==> config.mk <==
export PLATFORM = sky130hd
export DESIGN_NAME = odo_ctrl
export DESIGN_NICKNAME = d
export VERILOG_FILES = /design/src/hw/rtl/odo_pkg.sv /design/src/hw/rtl/odo_ctrl.sv
export SDC_FILE = /design/constraint.sdc
export NUM_CORES = 1
export LEC_CHECK = 0
export ABC_AREA = 1
export ABC_CLOCK_PERIOD_IN_PS = 1700
export BUFFER_PORTS_ARGS = -buffer_cell sky130_fd_sc_hd__buf_2
export CORE_AREA = 4 4 42 44
export CTS_CLUSTER_DIAMETER = 60
export DETAILED_ROUTE_END_ITERATION = 10
export DIE_AREA = 0 0 46 48
export GPL_ROUTABILITY_DRIVEN = 0
export PLACE_DENSITY_LB_ADDON = 0.08
export SLEW_MARGIN = 5
export SYNTH_ARGS = -nofsm -noshare
export SYNTH_HDL_FRONTEND = slang
export SYNTH_SLANG_ARGS = --single-unit
==> constraint.sdc <==
create_clock -name clk -period 1.7 [get_ports clk]
set_input_delay 0.255 -clock clk [delete_from_list [all_inputs] [get_ports clk]]
set_output_delay 0.255 -clock clk [all_outputs]
set_load 0.005 [all_outputs]
==> src/hw/rtl/odo_pkg.sv <==
package odo_pkg;

	// Sizing of the trip counter bank, of the rotation and square root phases and of the step counter.
	localparam int NUM_TRIP_UNITS = 4;
	localparam int CORDIC_STEPS = 16;
	localparam int CORDIC_N = (CORDIC_STEPS > 24) ? 24 : CORDIC_STEPS;
	localparam int SQRT_STEPS = 27;
	localparam int ROT_STEPS = 8;
	localparam int SQ_STEPS = 2;
	localparam int CNT_W = 5;

	// Angle constants in Q12 radians and the CORDIC gain in Q30.
	localparam logic signed [16:0] PI_Q12 = 17'sd12868;
	localparam logic signed [16:0] TWO_PI_Q12 = 17'sd25736;
	localparam logic signed [15:0] HALF_PI_Q12 = 16'sd6434;
	localparam logic signed [32:0] GAIN_Q30 = 33'sh026DD3B6A;

	// Register indexes of the configuration port.
	localparam logic REG_OFFSET_X = 1'b0;
	localparam logic REG_OFFSET_Y = 1'b1;

	// Function codes of an input transaction.
	typedef enum logic [1:0] {
		FUNC_UPDATE = 2'd0,
		FUNC_MEASURE = 2'd1,
		FUNC_BEGIN = 2'd2
	} func_t;

	typedef enum logic [3:0] {
		ST_IDLE,
		ST_YAW,
		ST_CORRX,
		ST_CORRY,
		ST_CORDIC,
		ST_ROT,
		ST_SQ,
		ST_SQRT,
		ST_FIN
	} state_t;

	typedef enum logic [3:0] {
		OP_NONE,
		OP_LOAD,
		OP_YAW,
		OP_CORRX,
		OP_CORRY,
		OP_CORDIC,
		OP_ROT,
		OP_SQ,
		OP_SQRT,
		OP_FIN
	} op_t;

	typedef struct packed {
		op_t op;
		logic [CNT_W-1:0] step;
	} cmd_t;

	typedef struct packed {
		logic slot_free;
	} sts_t;

	// Arctangent of 2^-i in Q30 radians.
	function automatic logic signed [33:0] atan_q30(input logic [CNT_W-1:0] i);
		logic signed [33:0] r;
		begin
			case (i)
				5'd0: r = 34'sh03243F6A8;
				5'd1: r = 34'sh01DAC6705;
				5'd2: r = 34'sh00FADBAFC;
				5'd3: r = 34'sh007F56EA6;
				5'd4: r = 34'sh003FEAB76;
				5'd5: r = 34'sh001FFD55B;
				5'd6: r = 34'sh000FFFAAA;
				5'd7: r = 34'sh0007FFF55;
				5'd8: r = 34'sh0003FFFEA;
				5'd9: r = 34'sh0001FFFFD;
				5'd10: r = 34'sh0000FFFFF;
				5'd11: r = 34'sh00007FFFF;
				5'd12: r = 34'sh00003FFFF;
				5'd13: r = 34'sh00001FFFF;
				5'd14: r = 34'sh00000FFFF;
				5'd15: r = 34'sh000007FFF;
				5'd16: r = 34'sh000003FFF;
				5'd17: r = 34'sh000001FFF;
				5'd18: r = 34'sh000000FFF;
				5'd19: r = 34'sh0000007FF;
				5'd20: r = 34'sh0000003FF;
				5'd21: r = 34'sh0000001FF;
				5'd22: r = 34'sh0000000FF;
				5'd23: r = 34'sh00000007F;
				default: r = '0;
			endcase
			return r;
		end
	endfunction

endpackage

==> src/hw/rtl/odo_ctrl.sv <==
module odo_ctrl (
	input  logic clk,
	input  logic arst_n,
	input  logic in_valid,
	input  logic [1:0] func,
	input  odo_pkg::sts_t sts,
	output logic in_ready,
	output odo_pkg::cmd_t cmd
);

	odo_pkg::state_t state_q, state_d;
	logic [odo_pkg::CNT_W-1:0] cnt_q;
	logic counting;
	logic last;

	// End of each counted phase.
	always_comb begin
		counting = 1'b0;
		last = 1'b0;
		unique case (state_q)
			odo_pkg::ST_CORDIC: begin
				counting = 1'b1;
				last = (cnt_q == odo_pkg::CNT_W'(odo_pkg::CORDIC_N - 1));
			end
			odo_pkg::ST_ROT: begin
				counting = 1'b1;
				last = (cnt_q == odo_pkg::CNT_W'(odo_pkg::ROT_STEPS - 1));
			end
			odo_pkg::ST_SQ: begin
				counting = 1'b1;
				last = (cnt_q == odo_pkg::CNT_W'(odo_pkg::SQ_STEPS - 1));
			end
			odo_pkg::ST_SQRT: begin
				counting = 1'b1;
				last = (cnt_q == odo_pkg::CNT_W'(odo_pkg::SQRT_STEPS - 1));
			end
			default: begin
				counting = 1'b0;
				last = 1'b0;
			end
		endcase
	end

	// Next state.
	always_comb begin
		state_d = state_q;
		unique case (state_q)
			odo_pkg::ST_IDLE: begin
				if (in_valid) begin
					state_d = (func == odo_pkg::FUNC_UPDATE) ? odo_pkg::ST_YAW : odo_pkg::ST_FIN;
				end
			end
			odo_pkg::ST_YAW: state_d = odo_pkg::ST_CORRX;
			odo_pkg::ST_CORRX: state_d = odo_pkg::ST_CORRY;
			odo_pkg::ST_CORRY: state_d = odo_pkg::ST_CORDIC;
			odo_pkg::ST_CORDIC: if (last) state_d = odo_pkg::ST_ROT;
			odo_pkg::ST_ROT: if (last) state_d = odo_pkg::ST_SQ;
			odo_pkg::ST_SQ: if (last) state_d = odo_pkg::ST_SQRT;
			odo_pkg::ST_SQRT: if (last) state_d = odo_pkg::ST_FIN;
			odo_pkg::ST_FIN: if (sts.slot_free) state_d = odo_pkg::ST_IDLE;
			default: state_d = odo_pkg::ST_IDLE;
		endcase
	end

	// Commands to the datapath.
	always_comb begin
		in_ready = 1'b0;
		cmd.step = cnt_q;
		cmd.op = odo_pkg::OP_NONE;
		unique case (state_q)
			odo_pkg::ST_IDLE: begin
				in_ready = 1'b1;
				cmd.op = in_valid ? odo_pkg::OP_LOAD : odo_pkg::OP_NONE;
			end
			odo_pkg::ST_YAW: cmd.op = odo_pkg::OP_YAW;
			odo_pkg::ST_CORRX: cmd.op = odo_pkg::OP_CORRX;
			odo_pkg::ST_CORRY: cmd.op = odo_pkg::OP_CORRY;
			odo_pkg::ST_CORDIC: cmd.op = odo_pkg::OP_CORDIC;
			odo_pkg::ST_ROT: cmd.op = odo_pkg::OP_ROT;
			odo_pkg::ST_SQ: cmd.op = odo_pkg::OP_SQ;
			odo_pkg::ST_SQRT: cmd.op = odo_pkg::OP_SQRT;
			odo_pkg::ST_FIN: cmd.op = odo_pkg::OP_FIN;
			default: cmd.op = odo_pkg::OP_NONE;
		endcase
	end

	// State register and phase step counter.
	always_ff @(posedge clk or negedge arst_n) begin
		if (!arst_n) begin
			state_q <= odo_pkg::ST_IDLE;
			cnt_q <= '0;
		end else begin
			state_q <= state_d;
			if (counting && !last) begin
				cnt_q <= cnt_q + 1'b1;
			end else begin
				cnt_q <= '0;
			end
		end
	end

	a_update_path: assert property (@(posedge clk) disable iff (!arst_n)
		(state_q == odo_pkg::ST_IDLE && in_valid && func == odo_pkg::FUNC_UPDATE)
		|=> state_q == odo_pkg::ST_YAW)
		else $error("update transaction did not start the heading phase");
	a_cordic_cnt: assert property (@(posedge clk) disable iff (!arst_n)
		state_q == odo_pkg::ST_CORDIC |-> cnt_q < odo_pkg::CNT_W'(odo_pkg::CORDIC_N))
		else $error("rotation step counter out of range");
	a_sqrt_cnt: assert property (@(posedge clk) disable iff (!arst_n)
		state_q == odo_pkg::ST_SQRT |-> cnt_q < odo_pkg::CNT_W'(odo_pkg::SQRT_STEPS))
		else $error("square root step counter out of range");
	a_fin_wait: assert property (@(posedge clk) disable iff (!arst_n)
		(state_q == odo_pkg::ST_FIN && !sts.slot_free) |=> state_q == odo_pkg::ST_FIN)
		else $error("result dropped while output slot busy");

endmodule

After elaboration in Yosys (flattened, before gate mapping)
Cells that the tools add are included.
{ "totals": {"reg_bits": 9, "input_bits": 6, "wordCells": 41} }
{ "classes": {"addsub": 1, "n_eq_ne": 18, "mux": 14, "n_reduce_logical": 6} }
{ "ops": {"columns": ["operator", "count"], "rows": [
  ["one-hot mux 4 bit (9 select lines)", 2],
  ["2-to-1 mux 4 bit", 7],
  ["equality test 4 x 3 -> 1 bit (second input constant)", 4],
  ["!= test 2 bit (second input constant)", 6],
  ["equality test 4 x 2 -> 1 bit (second input constant)", 2],
  ["AND reduction 6 bit", 1],
  ["adder 5 x 1 -> 5 bit (second input constant)", 1],
  ["equality test 5 x 1 -> 1 bit (second input constant)", 1],
  ["equality test 5 x 3 -> 1 bit (second input constant)", 1],
  ["equality test 5 x 4 -> 1 bit (second input constant)", 1],
  ["equality test 5 bit (second input constant)", 1],
  ["2-to-1 mux 5 bit", 1],
  ["equality test 4 x 1 -> 1 bit (second input constant)", 1],
  ["equality test 4 bit (second input constant)", 1],
  ["zero test 4 bit", 1],
  ["one-hot mux 1 bit (4 select lines)", 1],
  ["OR reduction 4 bit", 1],
  ["2-to-1 mux 1 bit", 3],
  ["zero test 2 bit", 1],
  ["logical AND 1 bit", 1],
  ["zero test 1 bit", 1]
]} }

Logic depth before layout (Yosys ltp)
{ "logic_depth": {"depth_word": 5, "ltp_mapped": 11} }

Worst setup path after synthesis
No wires, ideal clock.
{ "synth_path": {"path_kind": "register to register", "startpoint": "reg state_q[1]", "endpoint": "reg state_q[1]", "setup_time_ns": 0.113, "arrival_ns": 1.130, "required_time_ns": 1.587, "slack_ns": 0.457, "stages_incl_launch_ff": 11, "period_less_slack_ns": 1.243, "cell_sequence": "dfrtp_1 > nand2_2 > clkinv_1 > nand2_2 > nand2_1 > nand2_1 > nand3_2 > nand2_4 > nand3_1 > nand2_1 > inv_1"} }
{ "synth_via": {"elab_chain_len": 4} }
{ "synth_lines": {"columns": ["element", "line", "source"], "rows": [
  ["from (decl)", "odo_ctrl.sv:11", "odo_pkg::state_t state_q, state_d;"],
  ["from (signal assigned)", "odo_ctrl.sv:90", "state_q <= odo_pkg::ST_IDLE;"],
  ["from (signal assigned)", "odo_ctrl.sv:93", "state_q <= state_d;"],
  ["equality test 4 x 3 -> 1 bit", "odo_ctrl.sv:20, odo_ctrl.sv:47", null],
  ["one-hot mux 1 bit (4 select lines)", "odo_ctrl.sv:20", "unique case (state_q)"],
  ["!= test 2 bit (no line)", null, null],
  ["AND reduction 6 bit (no line)", null, null]
]} }
Parallel ways exist; a longest one is shown, timed or not.
A chain may end at the register's enable or synchronous reset.

==> Flow_metrics.wiki <==
{| class="wikitable"
! Metric !! Value
|-
| Result of the run || finished, final reports clean
|-
| Number of hold-slack violations in the final timing report || 0
|-
| Clock tree from TritonCTS || built
|-
| Clock sink count || 9
|-
| Buffers on Ports || 15
|-
| Launching point of the worst reg2reg path || state_q[0]$_DFFE_PN0P_
|-
| Library cell contributing the largest single delay on the critical path || dfrtp_1
|-
| Total power after layout || 1420 uW
|-
| Relative area change from synthesis to final layout || 22.6%
|-
| Hold Path Class || input port to flop
|-
| Vias in the first global route || 466
|-
| Post-synth design cell area || 609 um2
|-
| Family with the most delay on the worst path || buffers and inverters
|-
| Clock-pin slew of the registers on the worst-case setup and hold paths || 70 ps
|-
| Via density per instance || 4.63
|-
| Clock root buffer master || clkbuf_4
|-
| Count of fill cells added during filler insertion || 156
|-
| Critical path data arrival time || 1290 ps
|-
| Number of routed nets with antenna violations || 0
|-
| Worst skew pair latency || 260 ps
|-
| Synthesized area per cell || 7.25 um2
|-
| Drc violations || 0
|-
| TritonCTS buffer count || 3
|-
| Total number of nets in the final design || 112
|-
| Worst setup skew after layout || 5.89 ps
|-
| Initial standard-cell utilization of the core || 42.4%
|-
| Number of buffer and inverter stages on the critical path || 3
|-
| Fin. max-slew vios || 0
|-
| DPL Wire Length || 1.00 mm
|-
| GRT overflow || 0
|-
| Full die area || 2210 um2
|-
| Antenna diode instance count || 0
|-
| Number of nets produced by synthesis || 91
|-
| Number of storage elements in the synthesis netlist || 9
|-
| Delay of the slowest cell on the worst path || 360 ps
|-
| Fraction of the yosys area taken by sequential cells || 37.0%
|-
| Area share of the largest cell type after synthesis || 37.0%
|-
| Overall track demand over capacity in global routing || 13.9%
|-
| Depth of the most critical reg-to-reg path || 10
|-
| Count of vias placed by the detailed router || 556
|-
| Synth area leaders || dfrtp_1, nand2_1, nor2_1
|-
| First-pass DRT Iterations || 4
|-
| Die height || 48 um
|-
| Leak Pwr || 0.000398 uW
|-
| Largest buffer count on any clock path || 2
|-
| Cells along the critical path || inv_1 > nand3_2 > inv_2 > nand2_1 > nand2_1 > buf_2
|-
| Highest fanout seen on the critical path || 5
|-
| Count of final setup violators || 0
|-
| Crit path required time || 1440 ps
|-
| Time the final worst path needs with I/O delays and setup || 1550 ps
|-
| Average wire per standard cell || 10.7 um
|-
| Pin count of the biggest net entering global routing || 11
|-
| Cell row count || 14
|-
| Die width || 46 um
|-
| Global-route wire length before repair || 2.11 mm
|-
| Startpoint type of the worst setup path || flop
|-
| Flop2flop setup slack || 330 ps
|-
| End point of the worst hold path || state_q[3]$_DFFE_PN0P_
|-
| Final routed wirelength across all metal layers || 1.29 mm
|-
| Peak Freq || 0.646 GHz
|-
| H-tree levels || 1
|-
| Number of DRC markers after the initial detailed-route iteration || 9
|-
| Setup repair after global routing missed its margin || no
|-
| Type of the worst setup path || flop to output pin
|-
| Total Neg Setup Slack || 0 ps
|-
| Power per cell area || 1900 nW/um2
|-
| Most frequent cell on the critical path || nand2_1
|-
| Number of top-level pins || 16
|-
| Capture point of the worst reg-to-reg path || state_q[1]$_DFFE_PN0P_
|-
| Core Box Area || 1440 um2
|-
| Worst slew margin || 81.3%
|-
| Instance count of the mapped netlist || 84
|-
| Slew at the pin closest to its max-slew limit || 280 ps
|-
| Worst setup EP type || output pin
|-
| Fin crit share || 91.1%
|-
| Ratio of cells with drive above 1 in the final layout || 31.7%
|-
| Number of antenna violations at the first check in global routing || 0
|-
| Library cells used by synthesis || 20
|-
| Number of warnings issued by yosys || 0
|-
| Peak VDD IR || 0.000791 V
|-
| Post-synthesis cell type with the largest combined area || dfrtp_1
|-
| Hold Path Origin || sts
|-
| Max-Cap Viols || 0
|-
| Count of cells along the worst hold path || 2
|}
## cells in the final DEF (no fill, tap or decap), types with 2 or more instances in the layout
master / count
inv_2: 3
o21ai_0: 4
nand3_1: 7
nand2_4: 2
nand2_2: 3
clkbuf_4: 3
dfrtp_1: 8
nand2_1: 20
nand3_2: 2
inv_1: 10
buf_2: 15
nor2_1: 13
xor2_1: 2
## cell usage after synthesis
cell,number
o21ai_0,4
nand2_1,20
xor2_1,2
nor2_1,13
nand2_2,3
nand3_2,1
nand2_4,2
o21ai_4,1
nand3_1,8
o31ai_1,1
o21ai_1,1
inv_2,2
nor2_4,1
inv_1,11
a21oi_2,1
a21oi_1,1
clkinv_1,1
dfrtp_1,9
nor3b_2,1
ha_1,1
## state kept, by name, summed over array words and instances, names as in the netlist
name,cells
cnt_q,5
state_q,4
## metrics by stage
| step | instance area, um2 | utilization, % | worst slack, ps | instances | hold WS, ps |
|---|---|---|---|---|---|
| 2_1_floorplan | 609 | - | 457 | 84 | -40.6 |
| 3_3_place_gp | 704 | 49.0 | 320 | 115 | 123 |
| 3_5_place_dp | 704 | 49.0 | 318 | 115 | 121 |
| 4_1_cts | 741 | 51.6 | 62.2 | 120 | 188 |
| 5_1_grt | 747 | 52.0 | 68.6 | 120 | 220 |
| 6_report | 747 | 52.0 | 152 | 120 | 190 |
## power by group
| group | internal (uW) | switching [uW] | total [uW] | leakage [uW] |
|---|---|---|---|---|
| combinational | 324 | 511 | 835 | 0.000270 |
| sequential | 301 | 115 | 416 | 0.000113 |
| clock | 90.6 | 78.3 | 169 | 0.0000150 |
## kinds of logic after synthesis
kind of cell,after synthesis,share of synthesized area [%]
simple gates,49,39.2
compound gates,9,10.3
fa+ha+maj,1,2.05
xor+xnor,2,2.88
flops,9,37.0
buf+inv,14,8.62
## area by class of cell
cell class	instances	area [um2]	area share, %
Multi-Input combinational cell	61	337	45.1
Sequential cell	9	226	30.3
Timing Repair Buffer	16	85.1	11.4
Inverter	14	52.6	7.04
Clock buffer	4	26.3	3.52
Tap cell	16	20.0	2.68
## routing by layer
metal | share of wire (%) | wire, um | track usage (%)
met1 | 52 | 675 | 19.6
met2 | 41 | 522 | 18.7
met3 | 4.3 | 55 | 3.38
met4 | 2.6 | 34 | 8.52
met5 | 0 | 0 | 0
## repair_timing
action / CTS / global route
hold endpoints to repair: 9 / 0
resized for setup: 0 / 3
endpoints found under the setup margin: 0 / 1
hold buffers: 1 / 0
setup buffers: 0 / 0
## worst max-delay path by stage
| stage | cells after the start | slack, ps | from | to |
|---|---|---|---|---|
| 4_1_cts | 6 | 60 | state_q[1]$_DFFE_PN0P_ | cmd[8] |
| 5_1_grt | 6 | 70 | state_q[2]$_DFFE_PN0P_ | cmd[8] |
| 6_report | 6 | 150 | state_q[2]$_DFFE_PN0P_ | cmd[8] |
| 2_1_floorplan | 10 | 460 | state_q[1]$_DFFE_PN0P_ | state_q[1]$_DFFE_PN0P_ |
| 3_5_place_dp | 10 | 320 | state_q[1]$_DFFE_PN0P_ | state_q[0]$_DFFE_PN0P_ |
| 3_3_place_gp | 10 | 320 | state_q[1]$_DFFE_PN0P_ | state_q[1]$_DFFE_PN0P_ |
## worst reg2reg max path: stages, from the launching register on
cell and delay (ps):
dfrtp_1 440, nand2_2 110, clkinv_1 90, nand2_2 90
nand2_1 50, nand2_1 60, nand3_2 90, nand2_4 140
nand3_1 90, nand2_1 70, inv_1 30
(Power assumes the default switching activity.)
